**config.mk**
```make
export PLATFORM = sky130hd
export DESIGN_NAME = nsq_queue
export DESIGN_NICKNAME = d
export VERILOG_FILES = /design/src/rtl/nsq_pkg.sv /design/src/rtl/nsq_queue.sv
export SDC_FILE = /design/constraint.sdc
export NUM_CORES = 1
export LEC_CHECK = 0
export CAP_MARGIN = 20
export CORE_ASPECT_RATIO = 0.75
export CORE_MARGIN = 3
export CORE_UTILIZATION = 30
export DETAILED_ROUTE_END_ITERATION = 8
export DONT_BUFFER_PORTS = 1
export PLACE_DENSITY_LB_ADDON = 0.3
export SKIP_CTS_REPAIR_TIMING = 1
export SYNTH_ARGS = -nofsm -noshare
export SYNTH_HDL_FRONTEND = slang
export SYNTH_SLANG_ARGS = --single-unit
export TNS_END_PERCENT = 1
```
**constraint.sdc**
```tcl
create_clock -name clk_i -period 4.1 [get_ports clk_i]
set_input_delay 0 -clock clk_i [delete_from_list [all_inputs] [get_ports clk_i]]
set_output_delay 0 -clock clk_i [all_outputs]
set_load 0.02 [all_outputs]
```
**src/rtl/nsq_pkg.sv**
```systemverilog
// Shared types and constants for the stack/queue manager.
// Depends on nothing; used by every rtl module of the block.
`timescale 1ns / 1ps

package nsq_pkg;

  localparam int NumLists  = 16;
  localparam int ListDepth = 64;
  localparam int ValueW    = 32;

  localparam int IdW   = 4;                        // width of the list_id field
  localparam int LidW  = $clog2(NumLists);          // bits that index a list
  localparam int PtrW  = $clog2(ListDepth);
  localparam int CntW  = $clog2(ListDepth + 1);
  localparam int AddrW = LidW + PtrW;

  // entry store: one ring of ListDepth entries per list
  localparam int StoreDepth = NumLists * ListDepth;

  // queue between front and back
  localparam int QDepth = 4;
  localparam int QPtrW  = $clog2(QDepth);
  localparam int QCntW  = $clog2(QDepth + 1);

  typedef enum logic [1:0] {
    CmdCreate = 2'd0,
    CmdPush   = 2'd1,
    CmdPop    = 2'd2,
    CmdNone   = 2'd3
  } cmd_e;

  typedef enum logic [2:0] {
    StOk      = 3'd0,
    StPopped  = 3'd1,
    StExists  = 3'd2,
    StMissing = 3'd3,
    StEmpty   = 3'd4,
    StFull    = 3'd5
  } status_e;

  localparam logic KindQueue = 1'b0;
  localparam logic KindStack = 1'b1;

  // one classified item on its way to the store
  typedef struct packed {
    status_e            status;
    logic               is_write;
    logic               is_pop;
    logic [AddrW-1:0]   addr;
    logic [ValueW-1:0]  value;
  } op_t;

endpackage

```
**src/rtl/nsq_queue.sv**
```systemverilog
// Short in-order queue of classified operations between front and back.
// Depends on nsq_pkg.
`timescale 1ns / 1ps

module nsq_queue (
  input  logic          clk_i,
  input  logic          rst_ni,
  input  logic          push_i,
  input  nsq_pkg::op_t  op_i,
  input  logic          pop_i,
  output logic          full_o,
  output logic          valid_o,
  output nsq_pkg::op_t  op_o
);

  nsq_pkg::op_t               slot_q [nsq_pkg::QDepth];
  logic [nsq_pkg::QPtrW-1:0]  wr_q, rd_q;
  logic [nsq_pkg::QCntW-1:0]  cnt_q;
  logic                       do_pop;

  assign full_o  = cnt_q == nsq_pkg::QCntW'(nsq_pkg::QDepth);
  assign valid_o = cnt_q != '0;
  assign op_o    = slot_q[rd_q];
  assign do_pop  = pop_i && valid_o;

  always_ff @(posedge clk_i) begin
    if (push_i) begin
      slot_q[wr_q] <= op_i;
    end
  end

  always_ff @(posedge clk_i or negedge rst_ni) begin
    if (!rst_ni) begin
      wr_q  <= '0;
      rd_q  <= '0;
      cnt_q <= '0;
    end else begin
      if (push_i) begin
        wr_q <= wr_q + nsq_pkg::QPtrW'(1);
      end
      if (do_pop) begin
        rd_q <= rd_q + nsq_pkg::QPtrW'(1);
      end
      if (push_i && !do_pop) begin
        cnt_q <= cnt_q + nsq_pkg::QCntW'(1);
      end else if (do_pop && !push_i) begin
        cnt_q <= cnt_q - nsq_pkg::QCntW'(1);
      end
    end
  end

endmodule

```
Yosys cells after proc, flatten, opt, wreduce, memory -nomap -nowiden
Memories as Yosys holds them, arrays and structs flattened.
Cells that the tools add are included.
- add/sub/neg operators: 4
- $mul: 0
- div/mod/pow operators: 0
- $lt $le $gt $ge: 0
- eq/ne operators: 1
- shift operators: 0
- mux-type cells: 4
- bitwise gates (word level): 0
- reductions and logical operators: 7
- operator list (cell ; count):
    two-way mux 3 bit ; 2
    adder 2 x 1 -> 2 bit (second input constant) ; 2
    adder 3 x 1 -> 3 bit (second input constant) ; 1
    equality test 3 bit (second input constant) ; 1
    logical AND 1 bit ; 3
    nonzero test 3 bit ; 1
    subtractor 3 x 1 -> 3 bit (second input constant) ; 1
    logical NOT 1 bit ; 2
    two-way mux 1 bit ; 2
    nonzero test 2 bit ; 1
- register bits after elaboration: 7
- bits in latches: 0
- memory bits (writable): 188
- bits in read-only memories: 0
- bits of input ports: 51
- logic and storage cells: 20
- memories: 1
- memories (memory ; depth ; bits a word ; rd ports ; clocked after memory_dff ; wr ports ; line ; text):
    slot_q ; 4 ; 47 ; 1 ; 0 ; 1 ; nsq_queue.sv:16 ; nsq_pkg::op_t slot_q [nsq_pkg::QDepth];

Longest topological paths before layout
- word-level depth: 5
- depth in mapped cells: 8
- depth with buffers taken out: 8

Worst setup path before layout
Ideal clock, no wire load.
- path type: register to register
- start point: register wr_q[0] (netlist bit)
- end point: memory slot_q[2][0] (netlist bit), enable pin
- arrival: 1740 ps
- data required time: 3691 ps
- path slack: 1951 ps
- cell stages (with the launch flop): 4
- buffers on the path: 0
- period minus slack after synthesis: 2149 ps
- path through: dfrtp_1 -> inv_1 -> ha_1 -> and2_1
- RTL lines (what ; line ; text):
    start: declaration ; nsq_queue.sv:17 ; logic [nsq_pkg::QPtrW-1:0] wr_q, rd_q;
    start signal: assignment ; nsq_queue.sv:39 ; wr_q <= wr_q + nsq_pkg::QPtrW'(1);
    end: declaration ; nsq_queue.sv:16 ;
Straight into the memory's write port.

Final worst setup path
- start point: register cnt_q[0] (netlist bit)
- end point: register cnt_q[2] (netlist bit)
- longest elaborated chain between the ends: 5
- elaborated cells on any way between the ends: 10
- classes of those cells: 2 x add/sub; 2 x mux; 6 x reduce/logical
- ends and longest elaborated chain (what ; line ; text):
    start: declaration ; nsq_queue.sv:18 ; logic [nsq_pkg::QCntW-1:0] cnt_q;
    start signal: assignment ; nsq_queue.sv:45 ; cnt_q <= cnt_q + nsq_pkg::QCntW'(1);
    start signal: assignment ; nsq_queue.sv:47 ; cnt_q <= cnt_q - nsq_pkg::QCntW'(1);
    nonzero test 3 bit * ; nsq_queue.sv:22 ; assign valid_o = cnt_q != '0;
    named net valid_o ; nsq_queue.sv:12 ; output logic valid_o,
    logical AND 1 bit * ; nsq_queue.sv:24 ; assign do_pop = pop_i && valid_o;
    logical NOT 1 bit ; nsq_queue.sv:44 ; if (push_i && !do_pop) begin
    logical AND 1 bit ; nsq_queue.sv:44 ;
    two-way mux 3 bit / nonzero test 2 bit (equally long branches) ; n/a ;
The timed path passes the listed nets; every way through them passes the cells marked *. The select of a mux whose other input is x is not followed.
A chain may end at the register's enable or synchronous reset.

==> run metrics <==
RSZ-0062 raised after global routing no; clk sinks 195; CTS Buf Count 17; fin crit period 2.38 ns; syn_nets ~340; antenna viol nets, final 0; Worst EP required about 4.4 ns; clk slew on worst S/H paths ~0.070 ns; final instance area around 8700 um2; half-perimeter wire length after placement 7850 um; setup_tns 0 ns; critical path class reg -> reg; clock power share between 20% and 30%; GPL Wtd Cong around 0.69; fillers 2118; total grt overflow 0; vias after detailed routing between 3000 and 4000; Tightest Pin Transition 0.887 ns; cell area power density 720 nW/um2; switching part of the total between 30% and 40%; outcome finished, final reports clean; Netlist cell types 22; H-tree depth 4; dpl cells between 500 and 600; Min-Delay Path Class in -> reg; IO Count 100; Die Area ~26000 um2; Psw just under 2 mW; Logic pwr share 26.6%; Starting Density between 30% and 40%; Reg power frac between 40% and 50%; total track usage a little over a tenth; worst skew pair latency between 0.4 and 0.5 ns; CP arrival ~2.7 ns; DRC 0; die height roughly 140 um; syn_area_per_cell 25.7 um2; core area between 20000 and 25000 um2; final hold vios 0; row count 48; Syn-to-layout area delta 20.5%; NumNets Final about 400; largest net degree at the start of global routing 50; Worst IR Drop VDD 0.000403 V; Netlist Area Pre-Place 7200 um2; chip width between 150 and 200 um; post-layout util 37.2%; crit end category flip-flop; post-route worst setup slack 1.72 ns; leakage power 2.77 nW; TritonCTS clock tree yes; register area share after synthesis between 80% and 90%; Setup violations, final 0; Int Pwr around 4.3 mW; crit start category flip-flop; Initial DRC Count a little over 200; Pins Over Slew Limit 0; post-synthesis register bit count approximately 200; Pre-Repair DR Iteration Count 4; synth warn 0; vias in the first global route around 3200; buffers added on ports 0; via/cell ratio around 4.6; clk_skew slightly below 0.008 ns; clock tree buffer depth 2; Max Freq around 420 MHz; first-pass GRT wire length 19900 um; layout cell share with drive strength beyond 1 around a quarter; DP Area about 7500 um2; crit path max fanout 4; post-route insts no fill about 660; Post-Route WL 13600 um; number of antenna violations at the first check in global routing 2; pre-CTS setup slack around 1.8 ns; clk root buf clkbuf_16; period utilization 58.0%; max-cap viol count 0; synthesized instance count 280; Avg WL per Cell 20.7 um; Relative slew margins slightly above 40%
[through the flow]
| step | hold slack [ns] | power (mW) |
|---|---|---|
| detailed placement | -0.295 | 4.53 |
| global placement | -0.295 | 4.49 |
| CTS | -0.759 | 6.27 |
| floorplan | -0.296 | 4.19 |
| global route | 0.247 | 6.56 |
| finish | 0.231 | 6.25 |
[critical path, cell delays in order, from the launching register on]
cell,delay (ns)
dfrtp_1,0.44
or3_1,0.53
nand2_1,0.16
ha_1,0.21
inv_1,0.07
fa_1,0.40
xor2_1,0.19
nor2_1,0.13
xor2_1,0.16
[sequential cells by signal (all words and copies together) (netlist names)]
name and cells:
slot_q 188, cnt_q 3, rd_q 2, wr_q 2
[logic make-up after synthesis]
family | Yosys count | synth area share, %
AO/OA/AOI/OAI | 1 | 0.0694
XOR/XNOR | 6 | 0.730
adder cells (fa/ha/maj) | 6 | 1.15
buffers and inverters | 14 | 1.49
flip-flops | 195 | 80.8
multiplexers | 48 | 15.0
AND/OR/NAND/NOR | 10 | 0.765
[routing by layer]
layer	global-route usage [%]	part of all wire, %	vias up
met4	3.67	1.3	2
li1	-	-	1318
met2	16.6	48	70
met5	0	0.096	-
met3	5.92	6.9	14
met1	12.6	43	1647
[cells in the mapped netlist]
library cell	n	share of area, %
nand2_1	2	0.10
ha_1	5	0.87
buf_4	3	0.31
and2_1	4	0.35
xor2_1	3	0.36
dfrtp_1	7	2.4
buf_6	1	0.16
fa_1	1	0.28
buf_2	3	0.21
mux4_1	2	0.73
buf_12	2	0.56
or3_1	1	0.087
inv_1	3	0.16
nand3_1	1	0.069
xnor2_1	3	0.36
mux4_2	45	14
clkbuf_1	2	0.10
edfxtp_1	188	78
o21ai_0	1	0.069
nor3b_1	1	0.10
mux2_2	1	0.16
nor2_1	1	0.052
[cell usage in the layout, fill, tap and decap left out, drive strengths merged, types with 2 or more instances in the layout]
cell	instances
edfxtp	188
dlygate4sd3	51
mux4	47
clkbuf	18
dfrtp	7
buf	6
inv	6
ha	5
and2	4
bufinv	4
xnor2	3
xor2	3
clkinv	3
nand2	2
clkinvlp	2
[power by group through the flow]
stage	combinational (mW)	clock, mW	sequential, mW
6_report	1.66	1.74	2.85
5_1_grt	1.79	1.87	2.90
4_1_cts	1.55	1.78	2.94
3_5_place_dp	1.54	0	2.99
3_3_place_gp	1.53	0	2.96
2_1_floorplan	1.46	0	2.73
[final timing paths]
path	from	endpoint	slack (ns)	cells after the start
max in group asynchronous	rst_ni	rd_q[0]$_DFFE_PN0P_	3.36	2
min in group asynchronous	rst_ni	cnt_q[1]$_DFFE_PN0P_	0.45	2
min reg2reg	cnt_q[2]$_DFFE_PN0P_	cnt_q[2]$_DFFE_PN0P_	0.51	1
max	cnt_q[0]$_DFFE_PN0P_	cnt_q[2]$_DFFE_PN0P_	1.72	8
max reg2reg	cnt_q[0]$_DFFE_PN0P_	cnt_q[2]$_DFFE_PN0P_	1.72	8
min	push_i	slot_q[1][29]$_DFFE_PP_	0.23	1
[cell type report]
class | count | area [um2] | share of cell area (%)
flip-flops and latches | 195 | 5830 | 67.1
multi-input cells | 71 | 1280 | 14.7
repair buffers | 57 | 576 | 6.63
clock buffers | 18 | 429 | 4.95
well taps | 300 | 375 | 4.33
clock inverters | 12 | 181 | 2.09
inverters | 3 | 11.3 | 0.130
diodes | 1 | 2.50 | 0.0288
No activity file was read; power rests on OpenSTA's default activity.
