`src/rtl/nsq_pkg.sv`:
```
// Shared types and constants for the stack/queue manager.
// Depends on nothing; used by every rtl module of the block.
`timescale 1ns / 1ps

package nsq_pkg;

  localparam int NumLists  = 16;
  localparam int ListDepth = 64;
  localparam int ValueW    = 32;

  localparam int IdW   = 4;                        // width of the list_id field
  localparam int LidW  = $clog2(NumLists);          // bits that index a list
  localparam int PtrW  = $clog2(ListDepth);
  localparam int CntW  = $clog2(ListDepth + 1);
  localparam int AddrW = LidW + PtrW;

  // entry store: one ring of ListDepth entries per list
  localparam int StoreDepth = NumLists * ListDepth;

  // queue between front and back
  localparam int QDepth = 4;
  localparam int QPtrW  = $clog2(QDepth);
  localparam int QCntW  = $clog2(QDepth + 1);

  typedef enum logic [1:0] {
    CmdCreate = 2'd0,
    CmdPush   = 2'd1,
    CmdPop    = 2'd2,
    CmdNone   = 2'd3
  } cmd_e;

  typedef enum logic [2:0] {
    StOk      = 3'd0,
    StPopped  = 3'd1,
    StExists  = 3'd2,
    StMissing = 3'd3,
    StEmpty   = 3'd4,
    StFull    = 3'd5
  } status_e;

  localparam logic KindQueue = 1'b0;
  localparam logic KindStack = 1'b1;

  // one classified item on its way to the store
  typedef struct packed {
    status_e            status;
    logic               is_write;
    logic               is_pop;
    logic [AddrW-1:0]   addr;
    logic [ValueW-1:0]  value;
  } op_t;

endpackage

```
`src/rtl/nsq_front.sv`:
```
// Front end: accepts command items, checks them against the per-list
// pointer/count table and emits a classified store operation.
// Depends on nsq_pkg.
`timescale 1ns / 1ps

module nsq_front (
  input  logic                     clk_i,
  input  logic                     rst_ni,
  input  logic                     accept_i,
  input  logic [1:0]               cmd_i,
  input  logic [nsq_pkg::IdW-1:0]  list_id_i,
  input  logic                     kind_i,
  input  logic [31:0]              push_value_i,
  output nsq_pkg::op_t             op_o
);

  logic [nsq_pkg::NumLists-1:0] valid_q, stack_q;
  logic [nsq_pkg::PtrW-1:0]     rp_q  [nsq_pkg::NumLists];
  logic [nsq_pkg::CntW-1:0]     cnt_q [nsq_pkg::NumLists];

  logic [nsq_pkg::LidW-1:0] idx;
  logic                     in_range;
  logic                     cur_valid, cur_stack;
  logic [nsq_pkg::PtrW-1:0] cur_rp, rp_d, pos;
  logic [nsq_pkg::CntW-1:0] cur_cnt, cnt_d;
  logic                     do_create, do_update;

  assign idx       = list_id_i[nsq_pkg::LidW-1:0];
  assign in_range  = 32'(list_id_i) < nsq_pkg::NumLists;
  assign cur_valid = valid_q[idx];
  assign cur_stack = stack_q[idx];
  assign cur_rp    = rp_q[idx];
  assign cur_cnt   = cnt_q[idx];

  always_comb begin
    do_create   = 1'b0;
    do_update   = 1'b0;
    rp_d        = cur_rp;
    cnt_d       = cur_cnt;
    pos         = cur_rp;
    op_o.status = nsq_pkg::StOk;
    op_o.is_write = 1'b0;
    op_o.is_pop   = 1'b0;
    op_o.value    = push_value_i[nsq_pkg::ValueW-1:0];
    case (nsq_pkg::cmd_e'(cmd_i))
      nsq_pkg::CmdCreate: begin
        if (!in_range) begin
          op_o.status = nsq_pkg::StMissing;
        end else if (cur_valid) begin
          op_o.status = nsq_pkg::StExists;
        end else begin
          do_create = 1'b1;
        end
      end
      nsq_pkg::CmdPush: begin
        if (!in_range || !cur_valid) begin
          op_o.status = nsq_pkg::StMissing;
        end else if (cur_cnt == nsq_pkg::CntW'(nsq_pkg::ListDepth)) begin
          op_o.status = nsq_pkg::StFull;
        end else begin
          // stack grows downward from the read pointer, queue appends behind it
          if (cur_stack == nsq_pkg::KindStack) begin
            rp_d = cur_rp - nsq_pkg::PtrW'(1);
            pos  = rp_d;
          end else begin
            pos  = cur_rp + cur_cnt[nsq_pkg::PtrW-1:0];
          end
          cnt_d         = cur_cnt + nsq_pkg::CntW'(1);
          do_update     = 1'b1;
          op_o.is_write = 1'b1;
        end
      end
      nsq_pkg::CmdPop: begin
        if (!in_range || !cur_valid) begin
          op_o.status = nsq_pkg::StMissing;
        end else if (cur_cnt == '0) begin
          op_o.status = nsq_pkg::StEmpty;
        end else begin
          rp_d        = cur_rp + nsq_pkg::PtrW'(1);
          cnt_d       = cur_cnt - nsq_pkg::CntW'(1);
          do_update   = 1'b1;
          op_o.is_pop = 1'b1;
          op_o.status = nsq_pkg::StPopped;
        end
      end
      default: begin
        op_o.status = nsq_pkg::StOk;
      end
    endcase
    op_o.addr = {idx, pos};
  end

  always_ff @(posedge clk_i or negedge rst_ni) begin
    if (!rst_ni) begin
      valid_q <= '0;
      stack_q <= '0;
      for (int i = 0; i < nsq_pkg::NumLists; i++) begin
        rp_q[i]  <= '0;
        cnt_q[i] <= '0;
      end
    end else if (accept_i) begin
      if (do_create) begin
        valid_q[idx] <= 1'b1;
        stack_q[idx] <= kind_i;
        rp_q[idx]    <= '0;
        cnt_q[idx]   <= '0;
      end else if (do_update) begin
        rp_q[idx]    <= rp_d;
        cnt_q[idx]   <= cnt_d;
      end
    end
  end

endmodule

```
`config.mk`:
```
export PLATFORM = sky130hd
export DESIGN_NAME = nsq_front
export DESIGN_NICKNAME = d
export VERILOG_FILES = /design/src/rtl/nsq_pkg.sv /design/src/rtl/nsq_front.sv
export SDC_FILE = /design/constraint.sdc
export NUM_CORES = 1
export LEC_CHECK = 0
export BUFFER_PORTS_ARGS = -buffer_cell sky130_fd_sc_hd__buf_2
export CAP_MARGIN = 20
export CORE_MARGIN = 1.5
export CORE_UTILIZATION = 55
export DETAILED_ROUTE_END_ITERATION = 16
export PLACE_DENSITY = 0.78
export RECOVER_POWER = 50
export SLEW_MARGIN = 20
export SYNTH_ARGS = -nofsm -noshare
export SYNTH_HDL_FRONTEND = slang
export SYNTH_SLANG_ARGS = --single-unit
```
`constraint.sdc`:
```
create_clock -name clk_i -period 7.8 [get_ports clk_i]
set_input_delay 1.56 -clock clk_i [delete_from_list [all_inputs] [get_ports clk_i]]
set_output_delay 1.56 -clock clk_i [all_outputs]
set_load 0.01 [all_outputs]
```
**After elaboration in Yosys (flattened, before gate mapping)**

Index checks and enable logic that the tools add are counted.

- Register bits after elaboration: 240
- Input port bits: 42
- Memories: 0
- Latch bits: 0
- Output and inout port bits: 47
- Word-level logic and storage cells: 112
- Memory bits (read-only): 0
- Memory bits (writable): 0

- Eq/ne operators: 3
- Divide/modulo/power cells: 0
- Add/sub/neg operators: 5
- Order comparisons: 4
- Mux-type cells: 53
- Reduce and logical (&&, ||, !) cells: 7
- Shift-type cells: 0
- Bitwise gates (word level): 6
- $mul: 0

Operators by type and width:

| cell | number |
|---|---|
| 112-bit two-way mux | 2 |
| 96-bit two-way mux | 2 |
| 112-bit AND | 1 |
| 112-bit bitwise mux | 1 |
| 112-bit inverter | 1 |
| 96-bit AND | 1 |
| 96-bit bitwise mux | 1 |
| 96-bit inverter | 1 |
| 6-bit two-way mux | 12 |
| 7-bit two-way mux | 7 |
| 7-bit binary-select mux with 4-bit select | 1 |
| 7-bit demux with 4-bit select | 1 |
| 6-bit binary-select mux with 4-bit select | 1 |
| 6-bit demux with 4-bit select | 1 |
| 16-bit bitwise mux | 1 |
| 16-bit bitwise OR | 1 |
| 7-bit one-hot mux with 2 select lines | 1 |
| 3-bit two-way mux | 4 |
| 6-bit one-hot mux with 2 select lines | 1 |
| 1-bit two-way mux | 11 |
| 3-bit one-hot mux with 3 select lines | 1 |
| 1-bit binary-select mux with 4-bit select | 2 |
| 7-bit by 1-bit adder with 7-bit output (second input constant) | 1 |
| 7-bit == test (second input constant) | 1 |
| 19 further kinds | 21 |

**Longest topological paths before layout**

- Depth in word-level cells: 12
- Gate-level depth with buffers: 21
- Mapped depth without buffers: 14

**Worst setup path after synthesis**

Ideal clock, no wire load.

- Path type: input port to output port
- Start: in list_id_i[1] (netlist bit)
- End: out op_o[34] (netlist bit)
- Cell stages on the path: 17
- Path buffers: 5
- Slack: 1.313 ns
- Data arrival time: 4.927 ns
- Required time: 6.240 ns
- Path through: buf_2 -> buf_2 -> buf_2 -> buf_1 -> mux4_2 -> a22oi_1 -> nand2_1 -> inv_1 -> ha_1 -> nor2b_1 -> nand3_2 -> nand2_1 -> nand3_1 -> nand3_1 -> inv_2 -> clkbuf_1 -> o221ai_1

RTL lines:

| item | RTL line | source |
|---|---|---|
| start, declared | nsq_front.sv:11 | `input logic [nsq_pkg::IdW-1:0] list_id_i,` |
| end, declared | nsq_front.sv:14 | `output nsq_pkg::op_t op_o` |

==> qor.log <==
INFO  clocking       clkSlewWorstSetupHoldPaths=0.06ns
INFO  die            placeableCoreArea=0.0226sqmm
INFO  die            chipWidth=155microns
INFO  clocking       worst_skew_pair.late_latency=0.53ns
INFO  setup_path     startpoint_type=primary input
INFO  setup_path     r2r-end=rp_q[95]$_DFFE_PN0P_
INFO  clocking       clock_tree.htree_level_count=1
INFO  clocking       cts_inserted_buffers=25
INFO  power          power.ir.vdd_worst=0.111mV
INFO  setup_path     critical_path_buf_inv_count=3
INFO  die            number_of_rows_in_the_core_area=55
INFO  clocking       count_of_clock_tree_sinks=240
INFO  route          remaining_drc_errors=0
INFO  global_route   global_route.overflow_total=0
INFO  sta            max_freq=0.143GHz
INFO  global_route   grt_start_max_net_pins=100
INFO  route          drt_pass1_iterations=7
INFO  synthesis      synthTopCellsByCount=sky130_fd_sc_hd__dfrtp_1 (240), sky130_fd_sc_hd__a22o_1 (165), sky130_fd_sc_hd__nand2_1 (90), sky130_fd_sc_hd__clkbuf_1 (63), sky130_fd_sc_hd__nor2_1 (55)
INFO  route          routed_wl=34500microns
INFO  setup_path     critPathKind=in2out
INFO  synthesis      number_of_flops_mapped_to_enable_cells_by_yosys=0
INFO  cells_and_area layout_area_growth_over_synthesis=6.15%
INFO  setup_path     worstPathCellList=buf_4, mux4_2, a22oi_1, nand2_1, inv_1, ha_1, nor2b_1, nand3_2, a2111oi_4, nor3_1, a21oi_1, o221ai_1, buf_2
INFO  synthesis      yosysMostFrequentCell=sky130_fd_sc_hd__dfrtp_1
INFO  global_route   vias_in_the_first_global_route=9432
INFO  synthesis      syn-instance-count=1063
INFO  route          detailedRoute.firstIterationViolations=934
INFO  setup_path     reg2reg_slack=3.29ns
INFO  global_route   grt_pass1_wl=55000microns
INFO  sta            fin_crit=7.02ns
INFO  synthesis      netlist-cell-type-count=74
INFO  route          drtAntennaViolNets=0
INFO  setup_path     timing.critical_path.to_type=output port
INFO  synthesis      synth_top_area_share=47.3%
INFO  synthesis      synthesis.nets=1119
INFO  setup_path     critical_path.top_delay_family=compound AO/OA/AOI/OAI gates
INFO  sta            setup_viol=0
INFO  synthesis      ys_dominant_reg_cell=sky130_fd_sc_hd__dfrtp_1
INFO  synthesis      synth_area_per_cell=11.9squm
INFO  sta            fin_setup_tns=0ns
INFO  sta            rsz0062_at_grt=false
INFO  place          place.gp.congestion=0.948
INFO  synthesis      yosysWarnings=0
INFO  synthesis      fraction_of_the_yosys_area_taken_by_sequential_cells=47.3%
INFO  synthesis      ys_ff_latch=240
INFO  run            cap_viol_max_count=1
INFO  clocking       clock_tree.root_cell=sky130_fd_sc_hd__clkbuf_16
INFO  setup_path     cp.depth=13
INFO  place          portBuffers=24
INFO  setup_path     critical_path_arrival=5.46ns
INFO  setup_path     worst_r2r_startpoint=cnt_q[29]$_DFFE_PN0P_
INFO  sta            timing_worst_slew_pin_value=5.29ns
INFO  sta            drv_slew=100
INFO  global_route   antenna_found_initial=0
INFO  die            dieArea=0.0240sqmm
INFO  sta            finalClockSkew=0.0246ns
INFO  route          routed_via_density=7.13
INFO  place          place_inst=1272
INFO  setup_path     critPathMaxFanout=36
INFO  global_route   grt_use_total=29.7%
INFO  hold_path      min-delay-path-class=reg2reg
INFO  setup_path     crit_end=op_o[34]
INFO  setup_path     worstSetupStartpoint=list_id_i[0]
INFO  cells_and_area layout-drive-gt1-share=17.1%
INFO  clocking       post_cts.repair.setup_buffers=0
INFO  sta            max_slew_margin=-253%
INFO  setup_path     reg2reg_depth=12
INFO  clocking       cts_repair_resize_count=0
INFO  setup_path     cp.required=6.24ns
INFO  sta            hold_violations=0
INFO  power          power.density_cell_area=208mW/mm^2
INFO  setup_path     critical_path.max_stage_delay=0.67ns
INFO  clocking       clock_path_buffers=3
INFO  die            fp.dieH=155microns
INFO  cells_and_area postLayoutCellArea=0.0135sqmm
INFO  status         failed_checks=max-capacitance violations, max-slew violations
INFO  cells_and_area nFillCells=1742
INFO  synthesis      synth_area_leader_cell=sky130_fd_sc_hd__dfrtp_1
INFO  synthesis      syn_area=0.0127sqmm
INFO  place          post_dp_cell_area=0.0127sqmm
INFO  clocking       clock_tree_from_tritoncts=done
INFO  power          total_power=2.81mW
INFO  route          post_drt_wl_per_cell=26.3microns
INFO  synthesis      async_reset_ff_share=100%
INFO  setup_path     critPathSlowestCell=sky130_fd_sc_hd__a2111oi_4
INFO  die            initial_utilization=56.0%
INFO  power          p_leak=6.11nW
INFO  route          vias=9375
INFO  sta            final_min_period_over_clock_period=89.9%
INFO  clocking       hold_buffers=0
INFO  cells_and_area post_layout_nonfiller_instances=1315
INFO  die            floorplan.io_pins=89
INFO  synthesis      area_contributors_post_synth=sky130_fd_sc_hd__dfrtp_1 (47%), sky130_fd_sc_hd__a22o_1 (11%), sky130_fd_sc_hd__mux4_2 (7.6%)
INFO  cells_and_area finalNetCount=1070
INFO  place          dp_hpwl=22800microns
INFO  cells_and_area antenna-diode-count=0
INFO  status         run_status=finished with violations
==> where the power goes <==
part           internal [mW]  leakage [nW]  switching [mW]
Sequential              1.30          3.32          0.0294
Combinational          0.119          2.41           0.207
Clock                  0.679         0.376           0.476
Total                   2.09          6.11           0.712
==> layout by cell type, fill, tap and decap left out, types with 22 or more instances in the layout <==
cell / count
sky130_fd_sc_hd__buf_4: 31
sky130_fd_sc_hd__a22o_1: 165
sky130_fd_sc_hd__o2bb2ai_1: 30
sky130_fd_sc_hd__nor2_1: 55
sky130_fd_sc_hd__mux4_2: 43
sky130_fd_sc_hd__a21oi_1: 22
sky130_fd_sc_hd__nand2_1: 90
sky130_fd_sc_hd__o21ai_0: 23
sky130_fd_sc_hd__dfrtp_1: 240
sky130_fd_sc_hd__clkbuf_16: 25
==> registers in the layout, summed over array words and instances (netlist names) <==
signal and count:
cnt_q 112, stack_q 16, rp_q 96, valid_q 16
==> worst min path at each step <==
stage / from / endpoint / slack (ns) / cells past startpoint
after floorplan: valid_q[8]$_DFFE_PN0P_ / valid_q[8]$_DFFE_PN0P_ / 0.43 / 1
after global placement: valid_q[15]$_DFFE_PN0P_ / valid_q[15]$_DFFE_PN0P_ / 0.44 / 1
after detailed placement: valid_q[4]$_DFFE_PN0P_ / valid_q[4]$_DFFE_PN0P_ / 0.46 / 1
after CTS: valid_q[4]$_DFFE_PN0P_ / valid_q[4]$_DFFE_PN0P_ / 0.47 / 1
after global routing: valid_q[8]$_DFFE_PN0P_ / valid_q[8]$_DFFE_PN0P_ / 0.48 / 1
final: valid_q[7]$_DFFE_PN0P_ / valid_q[7]$_DFFE_PN0P_ / 0.47 / 1
==> metal layers <==
layer	routed length, microns	track usage (%)	share of wire [%]	up-vias
met2	15700	45.8	46	549
met4	1420	12.9	4.1	0
met5	0	0	0	-
met1	14100	40.9	41	4777
met3	3280	6.85	9.5	116
li1	-	-	-	3933
==> cell families after synthesis <==
kind of cell,Yosys count,share of synthesized area [%]
muxes,99,14.4
and+or+nand+nor,243,9.24
xor gates and xnor gates,9,0.621
adders and majority gates,14,1.44
DFF,240,47.3
buffers and inverters,147,6.15
AOI/OAI and AO/OA,311,20.8
==> cell type report <==
| type | count | area (sq um) | area share [%] |
|---|---|---|---|
| repair buffers | 53 | 342 | 2.54 |
| clock buffers | 40 | 742 | 5.51 |
| clock inverters | 3 | 45.0 | 0.334 |
| well taps | 285 | 357 | 2.65 |
| inverters | 18 | 67.6 | 0.502 |
| multi-input cells | 676 | 5910 | 43.9 |
| flip-flops and latches | 240 | 6010 | 44.6 |
==> through the flow <==
| stage | utilization (%) | hold slack [ns] | setup WS [ns] |
|---|---|---|---|
| floorplan | - | 0.429 | 1.31 |
| global placement | 56.1 | 0.445 | 0.959 |
| detailed placement | 56.1 | 0.455 | 0.867 |
| CTS | 59.5 | 0.469 | 0.895 |
| global route | 59.5 | 0.483 | 0.498 |
| finish | 59.5 | 0.470 | 0.785 |
Power figures use the tool's default switching activity.
